<file path="src/hw/rtl/assert_macros.svh">
// Assertion macros for the RTL files; the top level includes them.
`ifndef ASSERT_MACROS_SVH
`define ASSERT_MACROS_SVH

// Check a property on every rising edge outside reset.
`define ASSERT_CLK(lbl, clk_s, rst_s, prop, msg) \
  lbl: assert property (@(posedge clk_s) disable iff (rst_s) (prop)) else $error(msg);

// Check that a condition in one cycle implies a consequence in the next.
`define ASSERT_NEXT(lbl, clk_s, rst_s, ante, cons, msg) \
  lbl: assert property (@(posedge clk_s) disable iff (rst_s) (ante) |=> (cons)) else $error(msg);

`endif

</file>
<file path="src/hw/rtl/utcms_pkg.sv">
// Types, constants and tables for the UTC date and time to milliseconds block.
package utcms_pkg;

  // Field and arithmetic widths
  localparam int FIELD_W = 7;
  localparam int OUT_W   = 43;
  localparam int CALC_W  = 45;
  localparam int N_MONTH = 12;
  localparam int N_LEAP  = 17;

  typedef logic [FIELD_W-1:0]      field_t;
  typedef logic signed [CALC_W-1:0] ms_t;
  typedef ms_t month_arr_t [N_MONTH];
  typedef ms_t leap_arr_t [N_LEAP];

  // Time units in milliseconds
  localparam ms_t MS_PER_DAY  = 45'sd86400000;
  localparam ms_t MS_PER_YEAR = 45'sd31536000000;
  localparam ms_t MS_PER_HOUR = 45'sd3600000;
  localparam ms_t MS_PER_MIN  = 45'sd60000;
  localparam ms_t MS_PER_SEC  = 45'sd1000;
  localparam ms_t MS_PER_CS   = 45'sd10;

  // Base year offset and marker for a month outside the calendar
  localparam ms_t    YEAR_BASE   = 45'sd4;
  localparam ms_t    SENTINEL_MS = -45'sd4398046511103;
  localparam field_t MONTH_FIRST = 7'd1;
  localparam field_t MONTH_LAST  = 7'd12;

  // Milliseconds before the first day of each month
  localparam month_arr_t MONTH_START_MS = '{
    45'sd0,           45'sd2678400000,  45'sd5097600000,  45'sd7776000000,
    45'sd10368000000, 45'sd13046400000, 45'sd15638400000, 45'sd18316800000,
    45'sd20995200000, 45'sd23587200000, 45'sd26265600000, 45'sd28857600000
  };

  // Leap day and leap second steps, in order of their limits
  localparam leap_arr_t LEAP_LIMIT = '{
    45'sd5097600000,    45'sd63158400000,   45'sd131328001000,
    45'sd157852801000,  45'sd257558402000,  45'sd268185602000,
    45'sd362793603000,  45'sd383788804000,  45'sd410313604000,
    45'sd510019205000,  45'sd636249605000,  45'sd762480005000,
    45'sd888710405000,  45'sd1014940805000, 45'sd1141171205000,
    45'sd1267401605000, 45'sd1393632005000
  };

  localparam leap_arr_t LEAP_ADD = '{
    45'sd86400000, 45'sd1000,     45'sd86400000, 45'sd1000,
    45'sd86400000, 45'sd1000,     45'sd1000,     45'sd86400000,
    45'sd1000,     45'sd86400000, 45'sd86400000, 45'sd86400000,
    45'sd86400000, 45'sd86400000, 45'sd86400000, 45'sd86400000,
    45'sd86400000
  };

  // Running total of the additions up to and including each step
  function automatic leap_arr_t leap_cum_f();
    leap_arr_t c;
    ms_t       run;
    run = '0;
    for (int i = 0; i < N_LEAP; i++) begin
      run  = run + LEAP_ADD[i];
      c[i] = run;
    end
    return c;
  endfunction

  localparam leap_arr_t LEAP_CUM = leap_cum_f();

  // Limits moved back by the earlier additions, so each compares with the base
  function automatic leap_arr_t leap_thresh_f();
    leap_arr_t t;
    for (int i = 0; i < N_LEAP; i++) begin
      t[i] = LEAP_LIMIT[i] - (LEAP_CUM[i] - LEAP_ADD[i]);
    end
    return t;
  endfunction

  localparam leap_arr_t LEAP_THRESH = leap_thresh_f();

endpackage

</file>
<file path="src/hw/rtl/utcms_base.sv">
// Year-plus-month base and time-of-day term for one date and time.
module utcms_base
  import utcms_pkg::*;
(
  input  field_t year_two_digit,
  input  field_t month_number,
  input  field_t day_of_month,
  input  field_t hour_value,
  input  field_t minute_value,
  input  field_t second_value,
  input  field_t centisecond_value,
  output ms_t    base_ms,
  output ms_t    time_ms
);

  ms_t        year_off;
  ms_t        day_off;
  logic [3:0] month_idx;
  logic       month_ok;

  // Pick the year-plus-month sum, or the marker for a bad month
  always_comb begin
    year_off  = ms_t'($signed({1'b0, year_two_digit})) - YEAR_BASE;
    month_ok  = (month_number >= MONTH_FIRST) && (month_number <= MONTH_LAST);
    month_idx = 4'(month_number - MONTH_FIRST);
    if (month_ok) begin
      base_ms = year_off * MS_PER_YEAR + MONTH_START_MS[month_idx];
    end else begin
      base_ms = SENTINEL_MS;
    end
  end

  // Sum the day, hour, minute, second and centisecond terms
  always_comb begin
    day_off = ms_t'($signed({1'b0, day_of_month})) - ms_t'(1);
    time_ms = day_off * MS_PER_DAY
            + ms_t'($signed({1'b0, hour_value})) * MS_PER_HOUR
            + ms_t'($signed({1'b0, minute_value})) * MS_PER_MIN
            + ms_t'($signed({1'b0, second_value})) * MS_PER_SEC
            + ms_t'($signed({1'b0, centisecond_value})) * MS_PER_CS;
  end

endmodule

</file>
<file path="src/hw/rtl/utcms_leap.sv">
// Leap day and leap second correction and the final sum.
module utcms_leap
  import utcms_pkg::*;
(
  input  ms_t                     base_ms,
  input  ms_t                     time_ms,
  output logic signed [OUT_W-1:0] sum_ms
);

  logic [N_LEAP-1:0] pass;
  ms_t               leap_total;
  ms_t               total;

  // Steps pass as a prefix: one that fails stops every later one
  always_comb begin
    pass[0] = (base_ms >= LEAP_THRESH[0]);
    for (int i = 1; i < N_LEAP; i++) begin
      pass[i] = pass[i-1] && (base_ms >= LEAP_THRESH[i]);
    end
  end

  // Take the running addition of the last step that passed
  always_comb begin
    leap_total = '0;
    for (int i = 0; i < N_LEAP; i++) begin
      if (pass[i]) begin
        leap_total = LEAP_CUM[i];
      end
    end
  end

  // Add everything and wrap to the output width
  always_comb begin
    total  = base_ms + leap_total + time_ms;
    sum_ms = total[OUT_W-1:0];
  end

endmodule

</file>
<file path="src/hw/rtl/utc_date_time_to_its_milliseconds_top.sv">
// Top level: UTC date and time to a signed millisecond count since 2004.
//
//   channel | direction | handshake           | payload
//   --------+-----------+---------------------+------------------------------------
//   in      | input     | in_valid / in_stall | year, month, day, hour, min, s, cs
//   out     | output    | out_valid/out_stall | timestamp_ms (43 bits, signed)
//
// Three register stages: input, base and time terms, result. One item a cycle while out_stall is low.
// An item passes the input, base-and-time and result registers on its way to result valid.
// The leap correction is a set of parallel constant compares in the last stage.
// rst clears the stage valid bits; payload registers are not reset.
// A stalled result holds its stage; earlier stages keep filling bubbles first.
module utc_date_time_to_its_milliseconds_top
  import utcms_pkg::*;
(
  input  logic                    clk,
  input  logic                    rst,
  input  logic                    in_valid,
  output logic                    in_stall,
  input  field_t                  year_two_digit,
  input  field_t                  month_number,
  input  field_t                  day_of_month,
  input  field_t                  hour_value,
  input  field_t                  minute_value,
  input  field_t                  second_value,
  input  field_t                  centisecond_value,
  output logic                    out_valid,
  input  logic                    out_stall,
  output logic signed [OUT_W-1:0] timestamp_ms
);

`include "assert_macros.svh"

  // Stage valid flags
  logic v1;
  logic v2;

  // Stage one payload
  field_t s1_year;
  field_t s1_month;
  field_t s1_day;
  field_t s1_hour;
  field_t s1_minute;
  field_t s1_second;
  field_t s1_cs;

  // Stage two payload
  ms_t base2;
  ms_t time2;

  ms_t                     base_c;
  ms_t                     time_c;
  logic signed [OUT_W-1:0] sum_c;
  logic                    rdy1;
  logic                    rdy2;
  logic                    rdy3;

  // A stage moves when it is empty or the next one moves
  assign rdy3     = !out_valid || !out_stall;
  assign rdy2     = !v2 || rdy3;
  assign rdy1     = !v1 || rdy2;
  assign in_stall = !rdy1;

  utcms_base u_base (
    .year_two_digit    (s1_year),
    .month_number      (s1_month),
    .day_of_month      (s1_day),
    .hour_value        (s1_hour),
    .minute_value      (s1_minute),
    .second_value      (s1_second),
    .centisecond_value (s1_cs),
    .base_ms           (base_c),
    .time_ms           (time_c)
  );

  utcms_leap u_leap (
    .base_ms (base2),
    .time_ms (time2),
    .sum_ms  (sum_c)
  );

  // Advance the valid flags
  always_ff @(posedge clk) begin
    if (rst) begin
      v1        <= 1'b0;
      v2        <= 1'b0;
      out_valid <= 1'b0;
    end else begin
      if (rdy1) begin
        v1 <= in_valid;
      end
      if (rdy2) begin
        v2 <= v1;
      end
      if (rdy3) begin
        out_valid <= v2;
      end
    end
  end

  // Capture the input fields on a transfer
  always_ff @(posedge clk) begin
    if (rdy1 && in_valid) begin
      s1_year   <= year_two_digit;
      s1_month  <= month_number;
      s1_day    <= day_of_month;
      s1_hour   <= hour_value;
      s1_minute <= minute_value;
      s1_second <= second_value;
      s1_cs     <= centisecond_value;
    end
  end

  // Hold the base and time terms
  always_ff @(posedge clk) begin
    if (rdy2 && v1) begin
      base2 <= base_c;
      time2 <= time_c;
    end
  end

  // Hold the result
  always_ff @(posedge clk) begin
    if (rdy3 && v2) begin
      timestamp_ms <= sum_c;
    end
  end

  // Input stall only when every stage is full and the output is stalled
  `ASSERT_CLK(a_stall_full, clk, rst,
    !in_stall || (v1 && v2 && out_valid && out_stall),
    "input stalled while a stage was free")

  // A blocked first stage keeps its item
  `ASSERT_NEXT(a_s1_hold, clk, rst, v1 && !rdy2,
    v1 && $stable(s1_month) && $stable(s1_day),
    "first stage lost its item while blocked")

  // A bad month yields the marker base in the next stage
  `ASSERT_NEXT(a_bad_month, clk, rst,
    rdy2 && v1 && (s1_month == 7'd0 || s1_month > MONTH_LAST),
    v2 && (base2 == SENTINEL_MS), "bad month did not give the marker base")

endmodule
</file>
<file path="config.mk">
export PLATFORM = sky130hd
export DESIGN_NAME = utc_date_time_to_its_milliseconds_top
export DESIGN_NICKNAME = d
export VERILOG_FILES = /design/src/hw/rtl/utcms_pkg.sv /design/src/hw/rtl/utcms_base.sv /design/src/hw/rtl/utcms_leap.sv /design/src/hw/rtl/utc_date_time_to_its_milliseconds_top.sv
export VERILOG_INCLUDE_DIRS = /design/src /design/src/hw/rtl
export SDC_FILE = /design/constraint.sdc
export NUM_CORES = 1
export LEC_CHECK = 0
export ABC_AREA = 1
export BUFFER_PORTS_ARGS = -buffer_cell sky130_fd_sc_hd__buf_2
export CAP_MARGIN = 10
export CORE_MARGIN = 1.5
export CORE_UTILIZATION = 64
export CTS_CLUSTER_DIAMETER = 40
export DETAILED_ROUTE_END_ITERATION = 8
export PLACE_DENSITY = 0.83
export SYNTH_ARGS = -nofsm -noshare
export SYNTH_HDL_FRONTEND = slang
export SYNTH_SLANG_ARGS = --single-unit
</file>
<file path="constraint.sdc">
create_clock -name clk -period 8.3 [get_ports clk]
set_input_delay 0.83 -clock clk [delete_from_list [all_inputs] [get_ports clk]]
set_output_delay 0.83 -clock clk [all_outputs]
set_load 0.02 [all_outputs]
</file>
# Yosys cells after proc, flatten, opt, wreduce, memory -nomap -nowiden
# Memories as Yosys holds them, arrays and structs flattened.
# Cells that the tools add are included.
# totals
regBits	183
romBits	720
in_bits	53
out_inout_bits	45
elab_cells	98
mem_count	1
# memory_table
name	depth	width	rd	rd_clocked_by_memory_dff	wr	line_no	rtl
(name not given)	16	45	1	0	0	utcms_base.sv:27	base_ms = year_off * MS_PER_YEAR + MONTH_START_MS[month_idx];
# op_classes
add_sub_neg	10
multipliers	6
n_lt_le_gt_ge	20
muxes	19
bitwise_logic	1
reduce_logical	28
# ops
operator	n
$ge A45 B40 Y1 const B	4
$ge A45 B41 Y1 const B	4
$mux W30	6
$mux W28	5
$ge A45 B39 Y1 const B	3
$ge A45 B42 Y1 const B	3
$mux W29	4
$mux W45	2
$mux W27	2
$add A45 B45 Y45	1
$ge A45 B34 Y1 const B	1
$ge A45 B37 Y1 const B	1
$ge A45 B38 Y1 const B	1
$mul A45 B26 Y35 const B	1
$add A43 B12 Y43	1
$add A43 B18 Y43	1
$add A43 B24 Y43	1
$add A43 B30 Y43	1
$add A43 B31 Y43	1
$add A43 B43 Y43	1
$mul A8 B18 Y26 const B	1
$mul A7 B15 Y22 const B	1
$logic_and A1 B1 Y1	20
$mul A7 B11 Y18 const B	1
11 further kinds	17

# Longest topological paths before layout
# Gate-level depths: netlist of run 1.
# logic_depth
word_depth	20
ltp_mapped	37
depth_no_buf	37

# Cells and area by module
# From an unflattened synthesis of run 1, not the netlist that was laid out.
# hier_totals
hier_cells	3614
area_unflattened_um2	28401.0
# modules_own_cells
mod	n_inst	cells_per_inst	area_per_inst_um2	seq_area_each_um2
utcms_base	1	2356	16952.5	0.0
utcms_leap	1	1058	5854.4	0.0
utc_date_time_to_its_milliseconds_top	1	200	5594.1	5525.3

# Worst setup path before layout of run 1
# Ideal clock, no wire load.
# synth_path
kind	register to register
startpoint	register s1_day[0]
endpoint	register time2[36], data pin
setup_ps	260
t_arrival_ps	6862
t_required_ps	8040
path_slack_ps	1177
stages_incl_launch_ff	35
path_buffers	0
synth_period_minus_slack_ps	7123
cell_sequence	edfxtp_1 > inv_1 > ha_1 > nand2_1 > xor2_1 > inv_1 > ha_1 > ha_1 > inv_1 > fa_1 > fa_1 > inv_1 > ha_1 > a21oi_1 > o21ai_0 > a21oi_1 > o21bai_1 > a21oi_1 > o21ai_0 > xor2_1 > ha_1 > ha_1 > ha_1 > ha_1 > nand2_1 > nor2_1 > nand2_1 > inv_1 > nand4_1 > nand3_1 > a21oi_1 > o21ai_1 > nand3_1 > nor2_2 > nor2_1
# synth_between
elab_chain_len	6
# synth_lines
element	line_no	rtl
start: declaration	utc_date_time_to_its_milliseconds_top.sv:41	field_t s1_day;
start signal: assignment	utc_date_time_to_its_milliseconds_top.sv:106	s1_day <= day_of_month;
$sub A7 B1 Y8	utcms_base.sv:35	day_off = ms_t'($signed({1'b0, day_of_month})) - ms_t'(1);
$mul A8 B18 Y26	utcms_base.sv:36	time_ms = day_off * MS_PER_DAY
$add A43 B30 Y43	utcms_base.sv:37	+ ms_t'($signed({1'b0, hour_value})) * MS_PER_HOUR
$add A43 B24 Y43	utcms_base.sv:38	+ ms_t'($signed({1'b0, minute_value})) * MS_PER_MIN
$add A43 B18 Y43	utcms_base.sv:39	+ ms_t'($signed({1'b0, second_value})) * MS_PER_SEC
$add A43 B12 Y43	utcms_base.sv:40	+ ms_t'($signed({1'b0, centisecond_value})) * MS_PER_CS;
net time_c[36]	utc_date_time_to_its_milliseconds_top.sv:52	ms_t time_c;
end signal: assignment	utc_date_time_to_its_milliseconds_top.sv:118	time2 <= time_c;
end: declaration	utc_date_time_to_its_milliseconds_top.sv:49	ms_t time2;
# The timed path passes the listed nets, and every way through them passes these cells.
# A chain may end at the register's enable or synchronous reset.

# Worst setup path after layout of run 1
# layout_path
startpoint	register s1_day[0]
endpoint	register time2[42], data pin
# The elaborated chain is that of the path after synthesis.

==> impl_results.rst, run 1 <==
.. list-table::
   :header-rows: 1

   * - Metric
     - Value
   * - Final sum of negative setup slack
     - 0 ns
   * - Synthesis-stage register bit count
     - around 170
   * - Peak Freq
     - about 0.13 GHz
   * - Top-level port count
     - 98
   * - Number of enable-type register cells in the synthesized netlist
     - 170
   * - Instance area at placement
     - about 0.028 sq mm
   * - Cell at the root of the clock tree
     - clkbuf_16
   * - Post-synthesis instance area
     - 0.02697 sq mm
   * - Share of flip-flops with an asynchronous set or reset after synthesis
     - 0
   * - Largest fanout of any net on the critical path
     - 6
   * - Number of fill cells in the layout
     - 3446
   * - Count of warnings emitted by yosys
     - 0
   * - Tightest Pin Transition
     - 0.9871 ns
   * - Data required time at the worst endpoint
     - 8.54 ns
   * - Pin count of the biggest net entering global routing
     - 79
   * - Global routing usage summed across all routing layers
     - 0.3428
   * - Overflow left after global routing
     - 0
   * - Logic depth of the worst path, buffers included
     - 36
   * - Hold Crit Class
     - register to register
   * - Standard cell with the maximum stage delay on the critical path
     - fa_1
   * - Synth Net Count
     - 4120
   * - Share of synthesized area occupied by flip-flops and latches
     - 0.1915
   * - RSZ-0062 raised after global routing
     - no
   * - Count of final setup violators
     - 0
   * - Vias
     - about 23000
   * - Net count of the finished layout
     - between 4000 and 5000
   * - Source of the worst register-to-register timing path
     - s1_day[0]
   * - Initial standard-cell utilization of the core
     - 0.6459
   * - Syn Area/Cell
     - just under 8 sq um
   * - Area of all placed cells without fillers
     - 0.02876 sq mm
   * - Sequential cell area
     - approximately 0.0052 sq mm
   * - Vertical die dimension
     - 208.3 um
   * - Area of combinational cells with multiple inputs
     - around 0.019 sq mm
   * - Worst reg-to-reg setup slack
     - between 0.5 and 0.6 ns
   * - Cell class contributing the biggest share of worst-path delay
     - adder cells
   * - Placeable core region
     - around 0.042 sq mm
   * - Count of nets left with antenna violations after detail routing
     - 0
   * - Total Die Area
     - 0.04338 sq mm
   * - Max-cap check violation count
     - 0
   * - Slew Limit Headroom
     - 0.3419
   * - Arrival time at the worst endpoint
     - a little under 8 ns
   * - Synthesis-to-finish area growth
     - 6.648%
   * - CTS buffer count
     - 17
   * - Run status
     - finished clean
   * - Initial antenna violation count
     - 0
   * - Final worst clock skew
     - 0.01762 ns
   * - Critical path launch point type
     - register
   * - Setup crit end
     - time2[42]
   * - Critical path class
     - register to register
   * - Diode count
     - 0
   * - Site Rows
     - 75
   * - Clock-pin slew reported for the worst setup and hold paths after clock tree synthesis
     - approximately 0.070 ns
   * - Post-DR vias/cell
     - 5.746
   * - TritonCTS clock tree
     - yes
   * - Die width
     - 208.3 um
   * - Clock net sink count
     - roughly 170
   * - Number of global-route vias before repair
     - 22920
   * - Detailed Place HPWL
     - a little over 60000 um
   * - Number of buffers and inverters on the critical path
     - 5
   * - Port Buffer Count
     - 97
   * - CP max stage delay
     - between 0.5 and 0.6 ns
   * - R2r endpoint
     - time2[42]
   * - Part of the cycle the worst path needs
     - 0.9281
   * - H-tree levels
     - 4
   * - CP dominant cell by count
     - ha_1
   * - Clock buffer depth
     - 2
   * - R2R cell count
     - 36
   * - DRC Markers
     - 0
   * - Post-synthesis cell count
     - 3409
   * - Distinct cell type count after synthesis
     - 53
   * - Ratio of cells with drive above 1 in the final layout
     - 0.06508
   * - Number of iterations in the first detailed-routing pass
     - 6
   * - Clock period minus worst slack
     - slightly below 8 ns
   * - Critical path origin
     - s1_day[0]
   * - Final Hold Vio Count
     - 0
   * - Routed wire length
     - 72630 um
   * - Dominant synthesized flop cell
     - edfxtp_1
   * - Worst-skew pair later-pin latency
     - 0.51 ns
   * - Wire length of the first global-routing pass
     - 116900 um
   * - Final number of max-transition violations
     - 0
   * - Per-cell routed wire length
     - 17.83 um
   * - Violation count after the first detailed-route iteration
     - 1980
   * - Final weighted congestion of routability-driven global placement
     - 1.027
   * - Sort of element at the end of the critical path
     - register
==> worst reg2reg max path, delay by kind of cell (launching register included) <==
family	cells	cell delay, ns
xor+xnor	2	0.35
fa+ha+maj	10	3.55
buf+inv	5	0.44
compound gates	8	1.38
simple gates	11	1.28
flops	1	0.46
==> routing by layer <==
| metal | routed length [um] | global-route usage |
|---|---|---|
| met5 | 0 | 0 |
| met4 | 2966 | 0.1498 |
| met3 | 5074 | 0.04936 |
| met2 | 33490 | 0.5648 |
| met1 | 31100 | 0.4509 |
==> cells in the final DEF (no fill, tap or decap), drive strengths merged, types with 15 or more instances in the layout <==
cell type  netlist  layout
a21o            18      18
nand2          636     636
edfxtp         170     170
inv            665     670
buf              5     102
nor3            39      39
nand4           36      36
nor2           290     290
o21bai          15      15
o21ai          171     171
ha             465     465
nand3          167     167
xor2           111     111
a21oi          263     263
a31oi           17      17
xnor2           51      51
o21a            15      15
nor4            16      16
fa             193     193
clkbuf           4      20
==> synthesized netlist by cell type (6+ instances only) <==
cell type / instances / area share
a211oi_1: 6 / 0.0017
a21boi_0: 6 / 0.0017
a21o_1: 18 / 0.0050
a21oi_1: 260 / 0.048
a31oi_1: 17 / 0.0039
edfxtp_1: 170 / 0.19
fa_1: 193 / 0.14
ha_1: 465 / 0.22
inv_1: 639 / 0.089
inv_2: 26 / 0.0036
nand2_1: 620 / 0.086
nand2_2: 16 / 0.0037
nand3_1: 161 / 0.030
nand3_2: 6 / 0.0022
nand4_1: 36 / 0.0084
nor2_1: 273 / 0.038
nor2_2: 11 / 0.0026
nor2_4: 6 / 0.0025
nor3_1: 31 / 0.0058
nor3_2: 7 / 0.0026
nor4_1: 12 / 0.0028
o211ai_1: 9 / 0.0025
o21a_1: 15 / 0.0042
o21ai_0: 147 / 0.027
o21ai_1: 24 / 0.0045
o21bai_1: 14 / 0.0039
o221ai_1: 6 / 0.0019
or2_2: 7 / 0.0016
xnor2_1: 51 / 0.017
xor2_1: 110 / 0.036
==> kinds of logic after synthesis <==
logic type               after synthesis  synth area share
buffers and inverters                675           0.09431
adder cells (fa/ha/maj)              658            0.3590
AND/OR/NAND/NOR                     1197            0.1904
AO/OA/AOI/OAI                        544            0.1119
flip-flops                           173            0.1915
XOR/XNOR                             162           0.05289
==> registers in the layout, indices dropped and copies added, names as in the netlist, 7 cells and up <==
name,cells
s1_cs,7
base2,36
s1_minute,7
s1_hour,7
s1_second,7
s1_month,7
s1_year,7
timestamp_ms,43
s1_day,7
time2,42
==> cell type report <==
| cell class | instances | share of cell area |
|---|---|---|
| flip-flops and latches | 173 | 0.1796 |
| clock inverters | 12 | 0.005089 |
| clock buffers | 20 | 0.01588 |
| inverters | 666 | 0.08691 |
| multi-input cells | 2561 | 0.6709 |
| repair buffers | 102 | 0.01818 |
| well taps | 539 | 0.02345 |
==> stage by stage <==
step           worst slack, ns  instances    util  hold slack [ns]
3_3_place_gp            0.7605       4041  0.6739           0.4060
6_report                0.5968       4073  0.6888           0.4372
5_1_grt                0.01119       4073  0.6888           0.4620
3_5_place_dp            0.5628       4041  0.6739           0.4115
4_1_cts                 0.5266       4073  0.6884           0.4367
2_1_floorplan            1.177       3409       -           0.4003
==> worst min path at each step <==
| stage | from | endpoint | slack [ns] | cells past startpoint |
|---|---|---|---|---|
| 2_1_floorplan | base2[0] | timestamp_ms[0] | 0.40 | 0 |
| 3_3_place_gp | time2[2] | timestamp_ms[2] | 0.41 | 0 |
| 3_5_place_dp | time2[1] | timestamp_ms[1] | 0.41 | 0 |
| 4_1_cts | time2[1] | timestamp_ms[1] | 0.44 | 0 |
| 5_1_grt | time2[2] | timestamp_ms[2] | 0.46 | 0 |
| 6_report | time2[1] | timestamp_ms[1] | 0.44 | 0 |
==> what timing repair did <==
action | 4_1_cts | 5_1_grt
buffers inserted | 0 | 0
resized for setup | 0 | 4
hold buffers | 0 | 0
setup endpoints to repair | 0 | 9
Power of run 1 is not shown: default switching activity piles up to over one toggle a cycle in this logic, so the estimate is an artifact.
==> run 2, diff against run 1 <==
- PLACE_DENSITY: 0.83 -> 0.81
- SKIP_LAST_GASP: unset -> 1
==> run 2 against run 1 <==
Non-clock buffer count grew 4. Final cell count is essentially flat. Setup slack lost 0.036 ns. Sequential cell count is the same. Hold slack gained 0.044 ns. Critical path depth is the same. Clock-buffer cell count is the same. Clock skew grew 0.0096 ns. Maximum frequency shrank 0.46%. Final area grew 0.18%. Global-route usage grew 3.2 points.
==> impl_results.rst, run 2 (same netlist as run 1, synthesis figures left out) <==
.. list-table::
   :header-rows: 1

   * - Metric
     - Value
   * - H-tree levels
     - 4
   * - Flip-flop count of the largest register, all copies and words added
     - 43
   * - Worst hold path depth
     - 1
   * - Run status
     - finished clean
   * - Grt met2 use
     - 0.6225
   * - Part of the cycle the worst path needs
     - 0.9324
   * - Largest fanout of any net on the critical path
     - 6
   * - Slew Limit Headroom
     - 0.3260
   * - Clock period minus worst slack
     - 7.739 ns
   * - Critical path class
     - register to register
   * - Diode count
     - 0
   * - Highest-count cells in the layout ignoring fill and taps
     - inv_1 (638), nand2_1 (620), ha_1 (465)
   * - Source of the worst hold timing path
     - minute_value[6]
   * - Worst reg-to-reg setup slack
     - 0.56 ns
   * - Die width
     - 208.3 um
   * - Vias
     - ~24000
   * - Standard cell with the maximum stage delay on the critical path
     - fa_1
   * - Top-level port count
     - between 90 and 100
   * - Site Rows
     - 75
   * - Register with the highest flop count
     - timestamp_ms
   * - Port Buffer Count
     - 97
   * - Number of iterations in the first detailed-routing pass
     - 6
   * - Clock buffer depth
     - 2
   * - Arrival time at the worst endpoint
     - 7.98 ns
   * - DRC Markers
     - 0
   * - Data required time at the worst endpoint
     - 8.54 ns
   * - Worst hold margin
     - 0.4814 ns
   * - Final worst clock skew
     - 0.02722 ns
   * - Post-DR vias/cell
     - 5.946
   * - Count of final setup violators
     - 0
   * - Tightest Pin Transition
     - 1.011 ns
   * - Vertical die dimension
     - 208.3 um
   * - GR Util met1
     - 0.4683
   * - R2R cell count
     - 36
   * - Worst Hold End
     - s1_minute[6]
   * - Overflow left after global routing
     - 0
   * - RSZ-0062 raised after global routing
     - no
   * - Peak Freq
     - ~0.13 GHz
   * - Final number of max-transition violations
     - 0
   * - Number of global-route vias before repair
     - 24550
   * - Routed wire length
     - 80160 um
   * - Final Hold Vio Count
     - 0
   * - Registers with the most flip-flops
     - timestamp_ms (43), time2 (42), base2 (36)
   * - Critical path launch point type
     - register
   * - Clock net sink count
     - between 150 and 200
   * - Global routing usage summed across all routing layers
     - 0.3745
   * - TritonCTS clock tree
     - yes
   * - Initial standard-cell utilization of the core
     - 0.6459
   * - Final weighted congestion of routability-driven global placement
     - 1.055
   * - Number of fill cells in the layout
     - between 3000 and 4000
   * - Placeable core region
     - 0.04176 sq mm
   * - Max-cap check violation count
     - 0
   * - Hold Crit Class
     - input port to register
   * - CP max stage delay
     - 0.55 ns
   * - Final sum of negative setup slack
     - 0 ns
   * - Total Die Area
     - 0.04338 sq mm
   * - Synthesis-to-finish area growth
     - 6.843%
   * - Pin count of the biggest net entering global routing
     - 79
   * - Setup Fix Bufs, Post-CTS
     - 0
   * - Initial antenna violation count
     - 0
   * - Count of nets left with antenna violations after detail routing
     - 0
   * - R2r endpoint
     - time2[38]
   * - Violation count after the first detailed-route iteration
     - 2513
   * - Global Route met3 Usage
     - 0.05585
   * - Wire length of the first global-routing pass
     - about 130000 um
   * - Sort of element at the end of the critical path
     - register
   * - Worst-skew pair later-pin latency
     - about 0.51 ns
   * - Cell at the root of the clock tree
     - clkbuf_16
   * - Per-cell routed wire length
     - between 15 and 20 um
   * - Detailed Place HPWL
     - ~68000 um
   * - Clock-pin slew reported for the worst setup and hold paths after clock tree synthesis
     - 0.10 ns
   * - CP dominant cell by count
     - ha_1
   * - Most utilized layer in the global route result
     - met2
   * - Source of the worst register-to-register timing path
     - s1_day[0]
   * - Ratio of cells with drive above 1 in the final layout
     - 0.06642
   * - Net count of the finished layout
     - 4236
   * - CTS buffer count
     - 17
   * - Worst setup margin
     - ~0.56 ns
   * - Most common cell after layout, fill and taps aside
     - inv_1
   * - Post-Place Worst Slack
     - 0.4579 ns
[run 2: per-stage QoR]
stage	instance area (sq um)	util	std cells
after floorplan	26970	-	3409
after global placement	28170	0.6747	4045
after detailed placement	28170	0.6747	4045
after CTS	28790	0.6895	4077
after global routing	28820	0.6901	4077
final	28820	0.6901	4077
[run 2: what timing repair did]
action / in CTS / in global routing
gates resized for setup: 0 / 6
hold buffers: 0 / 0
setup endpoints to repair: 0 / 9
hold endpoints to repair: 0 / 0
[run 2: cell type report]
class	count	area [sq um]	area share
multi-input combinational	2561	19300	0.6699
sequential	173	5165	0.1792
inverter	666	2500	0.08675
tap	539	674.4	0.02340
timing repair buffer	106	553.0	0.01919
clock buffer	20	456.7	0.01585
clock inverter	12	162.7	0.005645
[run 2: routing by layer]
layer / wire, um / vias to the layer above
met2: 37350 / 1173
met3: 5623 / 250
met5: 0 / -
met1: 32630 / 11380
met4: 4549 / 0
li1: - / 11440
[run 2: critical path, delay by kind of cell (launching register included)]
kind	cells	cell delay, ns
xor gates and xnor gates	2	0.35
buffers and inverters	5	0.48
DFF	1	0.47
AOI/OAI and AO/OA	8	1.32
and+or+nand+nor	11	1.34
adders and majority gates	10	3.53
[run 2: worst max-delay path by stage]
| stage | startpoint | end | slack, ns | cells after the start |
|---|---|---|---|---|
| 2_1_floorplan | s1_day[0] | time2[36] | 1.18 | 34 |
| 3_3_place_gp | s1_day[0] | time2[38] | 0.82 | 34 |
| 3_5_place_dp | s1_day[0] | time2[38] | 0.46 | 34 |
| 4_1_cts | s1_day[0] | time2[38] | 0.44 | 34 |
| 5_1_grt | s1_day[0] | time2[38] | 0.01 | 35 |
| 6_report | s1_day[0] | time2[38] | 0.56 | 36 |
Power of run 2 is left out for the same reason.
